===== src/hw/rtl/cbf_pkg.sv =====
// ----------------------------------------------------------------------------
// cbf_pkg
// Shared types and constants of the cubic Bezier flattener: coordinate and
// accumulator widths, lane operation codes and the configuration map.
// ----------------------------------------------------------------------------
package cbf_pkg;

  // Width of one input coordinate, 16.16 fixed point.
  localparam int IN_W   = 32;
  // Width of a stored piece coordinate.
  localparam int CW     = 36;
  // Width of the shared adder and its temporaries.
  localparam int AW     = 40;
  // Width of one pixel delta.
  localparam int PIX_W  = 16;
  // Width of the flatness limit register.
  localparam int LIM_W  = 31;

  // Configuration port.
  localparam int ADDR_W = 3;
  localparam int DATA_W = 32;
  localparam logic [ADDR_W-3:0] REG_FLAT_LIMIT = '0;
  localparam logic [LIM_W-1:0]  FLAT_LIMIT_RST = 31'd262144;

  typedef logic signed [IN_W-1:0]  in_coord_t;
  typedef logic signed [CW-1:0]    coord_t;
  typedef logic signed [AW-1:0]    acc_t;
  typedef logic signed [PIX_W-1:0] pix_t;

  // Saturation bounds of a pixel delta.
  localparam acc_t PIX_HI = acc_t'(32767);
  localparam acc_t PIX_LO = ~PIX_HI;

  // One pending second half of a split.
  typedef struct packed {
    coord_t p1x;
    coord_t p1y;
    coord_t p2x;
    coord_t p2y;
    coord_t p3x;
    coord_t p3y;
  } stk_entry_t;

  // Step of an axis lane.
  typedef enum logic [3:0] {
    OP_HOLD,
    OP_LOAD,
    OP_CHECK,
    OP_PIX,
    OP_AB,
    OP_BC,
    OP_A2B,
    OP_ABC,
    OP_MID,
    OP_S1,
    OP_S2,
    OP_S3
  } lane_op_t;

  function automatic acc_t ext_coord(input coord_t v);
    ext_coord = {{(AW-CW){v[CW-1]}}, v};
  endfunction

  function automatic coord_t ext_input(input in_coord_t v);
    ext_input = {{(CW-IN_W){v[IN_W-1]}}, v};
  endfunction

  function automatic acc_t neg_limit_of(input logic [LIM_W-1:0] lim);
    acc_t pos;
    pos = {{(AW-LIM_W){1'b0}}, lim};
    neg_limit_of = -pos;
  endfunction

endpackage


===== src/hw/rtl/cubic_bezier_flattener_core.sv =====
// ----------------------------------------------------------------------------
// cubic_bezier_flattener_core
// Flattens one cubic Bezier curve per request into pixel deltas by midpoint
// subdivision, first half before second, with a stack of pending halves.
// ----------------------------------------------------------------------------
//  Channel   Direction  Handshake              Payload
//  input     in         in_valid / in_stall    ctrl1_x/y, ctrl2_x/y, end_x/y
//  output    out        out_valid / out_stall  step_dx, step_dy, last_step
//  config    in         APB write/read         flat_limit at address 0
//
// Each axis has one adder. A split node takes a check, eight adder steps and
// a push, and a leaf takes a check, a rounding step and a pop; the last leaf
// of a curve has no pop. in_stall is high while a curve is in progress. A
// stalled output holds the sequencer at its rounding step. Reset empties the
// stack, drops any pending result and sets flat_limit to 262144.
// ----------------------------------------------------------------------------
module cubic_bezier_flattener_core #(
  parameter int MAX_DEPTH = 6,
  parameter int FRAC_BITS = 16
) (
  input  logic                          clk,
  input  logic                          rst,
  input  logic                          in_valid,
  output logic                          in_stall,
  input  cbf_pkg::in_coord_t            ctrl1_x,
  input  cbf_pkg::in_coord_t            ctrl1_y,
  input  cbf_pkg::in_coord_t            ctrl2_x,
  input  cbf_pkg::in_coord_t            ctrl2_y,
  input  cbf_pkg::in_coord_t            end_x,
  input  cbf_pkg::in_coord_t            end_y,
  output logic                          out_valid,
  input  logic                          out_stall,
  output cbf_pkg::pix_t                 step_dx,
  output cbf_pkg::pix_t                 step_dy,
  output logic                          last_step,
  input  logic                          psel,
  input  logic                          penable,
  input  logic                          pwrite,
  input  logic [cbf_pkg::ADDR_W-1:0]    paddr,
  input  logic [cbf_pkg::DATA_W-1:0]    pwdata,
  output logic [cbf_pkg::DATA_W-1:0]    prdata,
  output logic                          pready
);
  import cbf_pkg::*;

  localparam int LW   = $clog2(MAX_DEPTH + 1);
  localparam int IDXW = (MAX_DEPTH > 1) ? $clog2(MAX_DEPTH) : 1;

  typedef enum logic [3:0] {
    ST_IDLE,
    ST_CHECK,
    ST_PIX,
    ST_POP,
    ST_AB,
    ST_BC,
    ST_A2B,
    ST_ABC,
    ST_MID,
    ST_S1,
    ST_S2,
    ST_S3,
    ST_PUSH
  } state_t;

  state_t            state;
  logic [LW-1:0]     stack_top;
  logic [LW-1:0]     top_m1;
  logic [LW-1:0]     cur_level;
  logic [LIM_W-1:0]  flat_limit;
  acc_t              neg_limit;
  lane_op_t          op;

  stk_entry_t        stk [MAX_DEPTH];
  logic [LW-1:0]     stk_level [MAX_DEPTH];
  logic [IDXW-1:0]   rd_idx;
  logic [IDXW-1:0]   wr_idx;
  stk_entry_t        rd_entry;

  coord_t            ldx1, ldx2, ldx3, ldy1, ldy2, ldy3;
  logic              flat_x, flat_y, leaf, out_free, cfg_wr, reg_hit;
  pix_t              pix_x, pix_y;
  coord_t            hx1, hx2, hx3, hy1, hy2, hy3;

  assign top_m1   = stack_top - {{(LW-1){1'b0}}, 1'b1};
  assign rd_idx   = top_m1[IDXW-1:0];
  assign wr_idx   = stack_top[IDXW-1:0];

  assign in_stall = (state != ST_IDLE);
  assign out_free = !out_valid || !out_stall;
  assign leaf     = (cur_level == LW'(MAX_DEPTH)) || (flat_x && flat_y);

  assign reg_hit = (paddr[ADDR_W-1:2] == REG_FLAT_LIMIT);
  assign cfg_wr  = psel && penable && pwrite && reg_hit;
  assign pready  = 1'b1;
  assign prdata  = reg_hit ? {{(DATA_W-LIM_W){1'b0}}, flat_limit} : '0;

  // A new curve loads from the input ports, a pop from the stack top.
  always_comb begin
    if (state == ST_IDLE) begin
      ldx1 = ext_input(ctrl1_x);
      ldy1 = ext_input(ctrl1_y);
      ldx2 = ext_input(ctrl2_x);
      ldy2 = ext_input(ctrl2_y);
      ldx3 = ext_input(end_x);
      ldy3 = ext_input(end_y);
    end else begin
      ldx1 = rd_entry.p1x;
      ldy1 = rd_entry.p1y;
      ldx2 = rd_entry.p2x;
      ldy2 = rd_entry.p2y;
      ldx3 = rd_entry.p3x;
      ldy3 = rd_entry.p3y;
    end
  end

  always_comb begin
    case (state)
      ST_IDLE:  op = in_valid ? OP_LOAD : OP_HOLD;
      ST_CHECK: op = OP_CHECK;
      ST_PIX:   op = OP_PIX;
      ST_POP:   op = OP_LOAD;
      ST_AB:    op = OP_AB;
      ST_BC:    op = OP_BC;
      ST_A2B:   op = OP_A2B;
      ST_ABC:   op = OP_ABC;
      ST_MID:   op = OP_MID;
      ST_S1:    op = OP_S1;
      ST_S2:    op = OP_S2;
      ST_S3:    op = OP_S3;
      default:  op = OP_HOLD;
    endcase
  end

  cbf_lane #(
    .FRAC_BITS (FRAC_BITS)
  ) u_lane_x (
    .clk        (clk),
    .op         (op),
    .ld_p1      (ldx1),
    .ld_p2      (ldx2),
    .ld_p3      (ldx3),
    .flat_limit (flat_limit),
    .neg_limit  (neg_limit),
    .flat       (flat_x),
    .pix        (pix_x),
    .half_p1    (hx1),
    .half_p2    (hx2),
    .half_p3    (hx3)
  );

  cbf_lane #(
    .FRAC_BITS (FRAC_BITS)
  ) u_lane_y (
    .clk        (clk),
    .op         (op),
    .ld_p1      (ldy1),
    .ld_p2      (ldy2),
    .ld_p3      (ldy3),
    .flat_limit (flat_limit),
    .neg_limit  (neg_limit),
    .flat       (flat_y),
    .pix        (pix_y),
    .half_p1    (hy1),
    .half_p2    (hy2),
    .half_p3    (hy3)
  );

  // Stack of pending second halves. The top entry is registered ahead of a
  // pop, while the leaf before that pop is being rounded.
  always_ff @(posedge clk) begin
    if (state == ST_PUSH) begin
      stk[wr_idx].p1x   <= hx1;
      stk[wr_idx].p1y   <= hy1;
      stk[wr_idx].p2x   <= hx2;
      stk[wr_idx].p2y   <= hy2;
      stk[wr_idx].p3x   <= hx3;
      stk[wr_idx].p3y   <= hy3;
      stk_level[wr_idx] <= cur_level;
    end
    rd_entry <= stk[rd_idx];
  end

  always_ff @(posedge clk) begin
    if (rst) begin
      state      <= ST_IDLE;
      stack_top  <= '0;
      cur_level  <= '0;
      out_valid  <= 1'b0;
      flat_limit <= FLAT_LIMIT_RST;
      neg_limit  <= neg_limit_of(FLAT_LIMIT_RST);
    end else begin
      if (cfg_wr) begin
        flat_limit <= pwdata[LIM_W-1:0];
        neg_limit  <= neg_limit_of(pwdata[LIM_W-1:0]);
      end
      if (out_valid && !out_stall) begin
        out_valid <= 1'b0;
      end
      case (state)
        ST_IDLE: begin
          if (in_valid) begin
            stack_top <= '0;
            cur_level <= '0;
            state     <= ST_CHECK;
          end
        end
        ST_CHECK: state <= leaf ? ST_PIX : ST_AB;
        ST_PIX: begin
          // The result waits here until the output register is free.
          if (out_free) begin
            out_valid <= 1'b1;
            step_dx   <= pix_x;
            step_dy   <= pix_y;
            last_step <= (stack_top == '0);
            state     <= (stack_top == '0) ? ST_IDLE : ST_POP;
          end
        end
        ST_POP: begin
          stack_top <= top_m1;
          cur_level <= stk_level[rd_idx];
          state     <= ST_CHECK;
        end
        ST_AB:  state <= ST_BC;
        ST_BC:  state <= ST_A2B;
        ST_A2B: state <= ST_ABC;
        ST_ABC: state <= ST_MID;
        ST_MID: state <= ST_S1;
        ST_S1:  state <= ST_S2;
        ST_S2:  state <= ST_S3;
        ST_S3: begin
          cur_level <= cur_level + {{(LW-1){1'b0}}, 1'b1};
          state     <= ST_PUSH;
        end
        ST_PUSH: begin
          stack_top <= stack_top + {{(LW-1){1'b0}}, 1'b1};
          state     <= ST_CHECK;
        end
        default: state <= ST_IDLE;
      endcase
    end
  end

endmodule


===== src/hw/rtl/cbf_lane.sv =====
// ----------------------------------------------------------------------------
// cbf_lane
// One axis of the flattener: the current piece's three points, a single
// adder that does every split, flatness and rounding step, and the second
// half produced by the last split.
// ----------------------------------------------------------------------------
module cbf_lane #(
  parameter int FRAC_BITS = 16
) (
  input  logic                               clk,
  input  cbf_pkg::lane_op_t                  op,
  input  cbf_pkg::coord_t                    ld_p1,
  input  cbf_pkg::coord_t                    ld_p2,
  input  cbf_pkg::coord_t                    ld_p3,
  input  logic [cbf_pkg::LIM_W-1:0]          flat_limit,
  input  cbf_pkg::acc_t                      neg_limit,
  output logic                               flat,
  output cbf_pkg::pix_t                      pix,
  output cbf_pkg::coord_t                    half_p1,
  output cbf_pkg::coord_t                    half_p2,
  output cbf_pkg::coord_t                    half_p3
);
  import cbf_pkg::*;

  localparam acc_t HALF = {{(AW-1){1'b0}}, 1'b1} << (FRAC_BITS - 1);

  coord_t a, b, c;
  acc_t   t0, t1, t2, t3;
  acc_t   opa, opb, res, shifted, lim;
  logic   sub;

  // Operand selection for the shared adder.
  always_comb begin
    opa = '0;
    opb = '0;
    sub = 1'b0;
    case (op)
      OP_CHECK: begin
        opa = ext_coord(c);
        opb = ext_coord(b);
        sub = 1'b1;
      end
      OP_PIX: begin
        opa = ext_coord(c);
        opb = HALF;
      end
      OP_AB: begin
        opa = ext_coord(a);
        opb = ext_coord(b);
      end
      OP_BC: begin
        opa = ext_coord(b);
        opb = ext_coord(c);
      end
      OP_A2B: begin
        opa = ext_coord(a);
        opb = t0;
      end
      OP_ABC: begin
        opa = t0;
        opb = t1;
      end
      OP_MID: begin
        opa = t2;
        opb = t0;
      end
      OP_S1: begin
        opa = t0 >>> 2;
        opb = t3;
        sub = 1'b1;
      end
      OP_S2: begin
        opa = t1 >>> 1;
        opb = t3;
        sub = 1'b1;
      end
      OP_S3: begin
        opa = ext_coord(c);
        opb = t3;
        sub = 1'b1;
      end
      default: begin
        opa = '0;
        opb = '0;
        sub = 1'b0;
      end
    endcase
  end

  assign res = opa + (opb ^ {AW{sub}}) + {{(AW-1){1'b0}}, sub};

  // Both legs of this axis must lie within the limit; the last leg comes
  // from the adder during the check step.
  assign lim  = {{(AW-LIM_W){1'b0}}, flat_limit};
  assign flat = (ext_coord(a) <= lim) && (ext_coord(a) >= neg_limit) &&
                (res <= lim) && (res >= neg_limit);

  assign shifted = res >>> FRAC_BITS;

  always_comb begin
    if (shifted > PIX_HI) begin
      pix = PIX_HI[PIX_W-1:0];
    end else if (shifted < PIX_LO) begin
      pix = PIX_LO[PIX_W-1:0];
    end else begin
      pix = shifted[PIX_W-1:0];
    end
  end

  always_ff @(posedge clk) begin
    case (op)
      OP_LOAD: begin
        a <= ld_p1;
        b <= ld_p2;
        c <= ld_p3;
      end
      OP_AB:  t0 <= res;
      OP_BC:  t1 <= res;
      OP_A2B: t2 <= res;
      OP_ABC: t0 <= res;
      OP_MID: t3 <= res >>> 3;
      OP_S1:  half_p1 <= res[CW-1:0];
      OP_S2:  half_p2 <= res[CW-1:0];
      OP_S3: begin
        // The current piece becomes the first half.
        half_p3 <= res[CW-1:0];
        a       <= a >>> 1;
        b       <= t2[CW+1:2];
        c       <= t3[CW-1:0];
      end
      default: begin
      end
    endcase
  end

endmodule


===== config.mk =====
export PLATFORM = sky130hd
export DESIGN_NAME = cubic_bezier_flattener_core
export DESIGN_NICKNAME = d
export VERILOG_FILES = /design/src/hw/rtl/cbf_pkg.sv /design/src/hw/rtl/cubic_bezier_flattener_core.sv /design/src/hw/rtl/cbf_lane.sv
export SDC_FILE = /design/constraint.sdc
export NUM_CORES = 2
export LEC_CHECK = 0
export BUFFER_PORTS_ARGS = -buffer_cell sky130_fd_sc_hd__clkbuf_2
export CAP_MARGIN = 30
export CORE_UTILIZATION = 23
export DETAILED_ROUTE_END_ITERATION = 16
export SYNTH_ARGS = -nofsm -noshare
export SYNTH_HDL_FRONTEND = slang
export SYNTH_SLANG_ARGS = --single-unit

===== constraint.sdc =====
create_clock -name clk -period 31 [get_ports clk]
set_clock_uncertainty 0.05 [all_clocks]
set_input_delay 6.2 -clock clk [delete_from_list [all_inputs] [get_ports clk]]
set_output_delay 6.2 -clock clk [all_outputs]
set_load 0.02 [all_outputs]

==> reports/results.tsv <==
metric	value	unit
status	complete, no violations	
port_buffers	296	
worst-path-buf-inv	3	
rows	244	
grt_use_met1	0.165	
design_area	0.118	sq mm
r2r_setup_slack	20.40	ns
ant_nets	0	
grt_max_degree	161	
routedWlPerCell	24.2	um
drv_slew	0	
worst_r2r_endpoint	state[2]	
initial_core_util	0.231	
grt_pass1_wl	464000	um
drt_pass1_iterations	10	
avgSynthCellArea	14.1	sq um
post-cts-setup-buffers	0	
drc	0	
dp_hpwl	224000	um
cp-end-kind	flip-flop	
hold_viol_final	0	
start_kind	input port	
cts.sinks	2390	
via_per_inst	4.75	
pin_count	302	
ys.warnings.count	0	
place_ws	15.79	ns
grt_overflow	0	
cts_hold_buf	0	
synthDistinctLibCells	92	
path_max_fanout	123	
grt_pass1_vias	62700	
syn-num-nets	7812	
synth-seq-cells	2390	
hold_path_depth	2	
p_leak	38.2	nW
min_to	neg_limit[13]	
cts_made_buffers	212	
required	31.69	ns
die_h	668	um
nets	8098	
core	0.441	sq mm
vdd_drop_max	82.8	uV
clk_latency	0.89	ns
cts.repair.resized	0	
path_clk_slew	0.07	ns
synthArstFlopShare	0	
slew_headroom	0.259	
synth_area_leader_cell	edfxtp_1	
ys.flop_type	edfxtp_1	
critPathArrivalTime	15.12	ns
routed_wirelength	330000	um
syn_to_final_growth	15.8	%
min_from	neg_limit[13]	
synth_area_leaders	edfxtp_1 (62%), dfxtp_1 (5.8%), mux4_2 (4.8%)	
synth.cells.most_frequent	edfxtp_1 (2093), nand2_1 (956), o21ai_0 (395), nor2_1 (379), ha_1 (368)	
n_fill_cell	45000	
routabilityCongestion	0.943	
vias	64700	
place_area	0.111	sq mm
place_inst	13200	
cts-root-buf	clkbuf_16	
tightest_slew	1.11	ns
crit_type	input port to flip-flop	
track_usage	0.143	
final_util	0.267	
path_delay_family	compound AO/OA/AOI/OAI gates	
rsz0062_at_grt	false	
met3_usage	0.0174	
drive_above_1_share	0.140	
synth_area	0.102	sq mm
final_cell_count_no_fill	13600	
cp-startpoint	in_valid	
die_w	668	um
setup_violations	0	
power.total	11.7	mW
period_needed	14.42	ns
synth_cells	7208	
maxClockFrequency	69.3	MHz
cap_violations	0	
first_iter_violations	7837	
r2r_cells	29	
dieArea	0.446	sq mm
worst_hold_slack	0.405	ns
htreeDepth	4	
antenna_found_initial	43	
timing.setup.tns	0	ns
synth_top_area_share	0.617	
rr_startpoint	state[2]	
cts_tree	done	
met2_usage	0.239	
clockBufferDepth	4	
cpMaxStageDelayCell	nor2_4	
yosysMostFrequentCell	edfxtp_1	
path_common_cell	o21ai_0	
finalCritPeriodShare	0.465	
seq_area_frac_synth	0.675	
setup_slack	16.58	ns
synth_enable_flop_cells	2093	
powerDensity	99.4	mW/mm^2
worstHoldPathType	flip-flop to flip-flop	
cpPeakStageDelay	0.81	ns
grt.busiest_layer	met2	
## kinds of logic (layout without fill, tap and decap cells)
kind of cell,Yosys count,count (layout),synth area share
mux,443,443,0.0704
flops,2390,2390,0.675
buf+inv,538,1001,0.0201
xor+xnor,173,173,0.0151
other cells,2,29,0.0000737
simple gates,1732,1732,0.0724
fa+ha+maj,370,370,0.0456
compound gates,1560,1560,0.101
## sequential cells by signal, indices dropped and copies added, names as in the netlist, 37 cells and up
register,cells
u_lane_y.t2,40
u_lane_y.t3,37
u_lane_x.t1,40
u_lane_x.t2,40
rd_entry,216
neg_limit,39
u_lane_x.t3,37
u_lane_y.t0,40
u_lane_x.t0,40
u_lane_y.t1,40
stk,1296
## per-layer routing
metal	wire (um)	up-vias
met5	82	-
li1	-	28500
met2	157000	2763
met3	19200	736
met1	122000	32700
met4	30600	12
## worst min-delay path, cell delays in order, from the launching register on
cell and delay [ns]:
dfxtp_1 0.31, nand2_1 0.05, a21oi_1 0.05
## cell type report
| class | count | area, sq um | area share |
|---|---|---|---|
| clock buffer | 293 | 5970 | 0.0506 |
| sequential | 2390 | 68800 | 0.583 |
| inverter | 143 | 549 | 0.00466 |
| clock inverter | 98 | 865 | 0.00733 |
| antenna | 27 | 67.6 | 0.000573 |
| multi-input combinational | 4280 | 31300 | 0.265 |
| timing repair buffer | 467 | 3080 | 0.0261 |
| tap | 5904 | 7390 | 0.0626 |
## placed cells by master, fill, tap and decap left out, drive strengths merged, types with 18 or more instances in the layout
| cell type | synthesis | final |
|---|---|---|
| a222oi | 145 | 145 |
| dfxtp | 297 | 297 |
| a31oi | 277 | 277 |
| mux2i | 223 | 223 |
| buf | 68 | 172 |
| o21bai | 21 | 21 |
| and3 | 23 | 23 |
| xnor2 | 146 | 146 |
| xor2 | 26 | 26 |
| nand2 | 956 | 956 |
| nand2b | 20 | 20 |
| nand3 | 118 | 118 |
| a21oi | 271 | 271 |
| o21a | 22 | 22 |
| nor4 | 20 | 20 |
| o21ai | 398 | 398 |
| nor2 | 379 | 379 |
| nand4 | 72 | 72 |
| ha | 368 | 368 |
| o211ai | 21 | 21 |
| or3 | 18 | 18 |
| a21o | 104 | 104 |
| clkinv | 0 | 65 |
| diode | 0 | 27 |
| mux4 | 219 | 219 |
| edfxtp | 2093 | 2093 |
| nor2b | 29 | 29 |
| inv | 143 | 148 |
| a22oi | 147 | 147 |
| nor3 | 49 | 49 |
| a211oi | 27 | 27 |
| clkbuf | 327 | 588 |
## how the worst max path moves through the flow
stage / end / cells past startpoint
2_1_floorplan: stk[3][0] / 5
3_3_place_gp: state[2] / 28
3_5_place_dp: state[2] / 28
4_1_cts: state[2] / 28
5_1_grt: state[1] / 28
6_report: state[2] / 28
## power breakdown
group          internal [mW]  leakage [nW]  switching, mW
combinational           1.38          13.4           3.24
sequential              4.22          21.5          0.250
clock                   1.44          3.31           1.19
total                   7.05          38.2           4.68
Note: power is estimated with default switching activity, not from simulation.
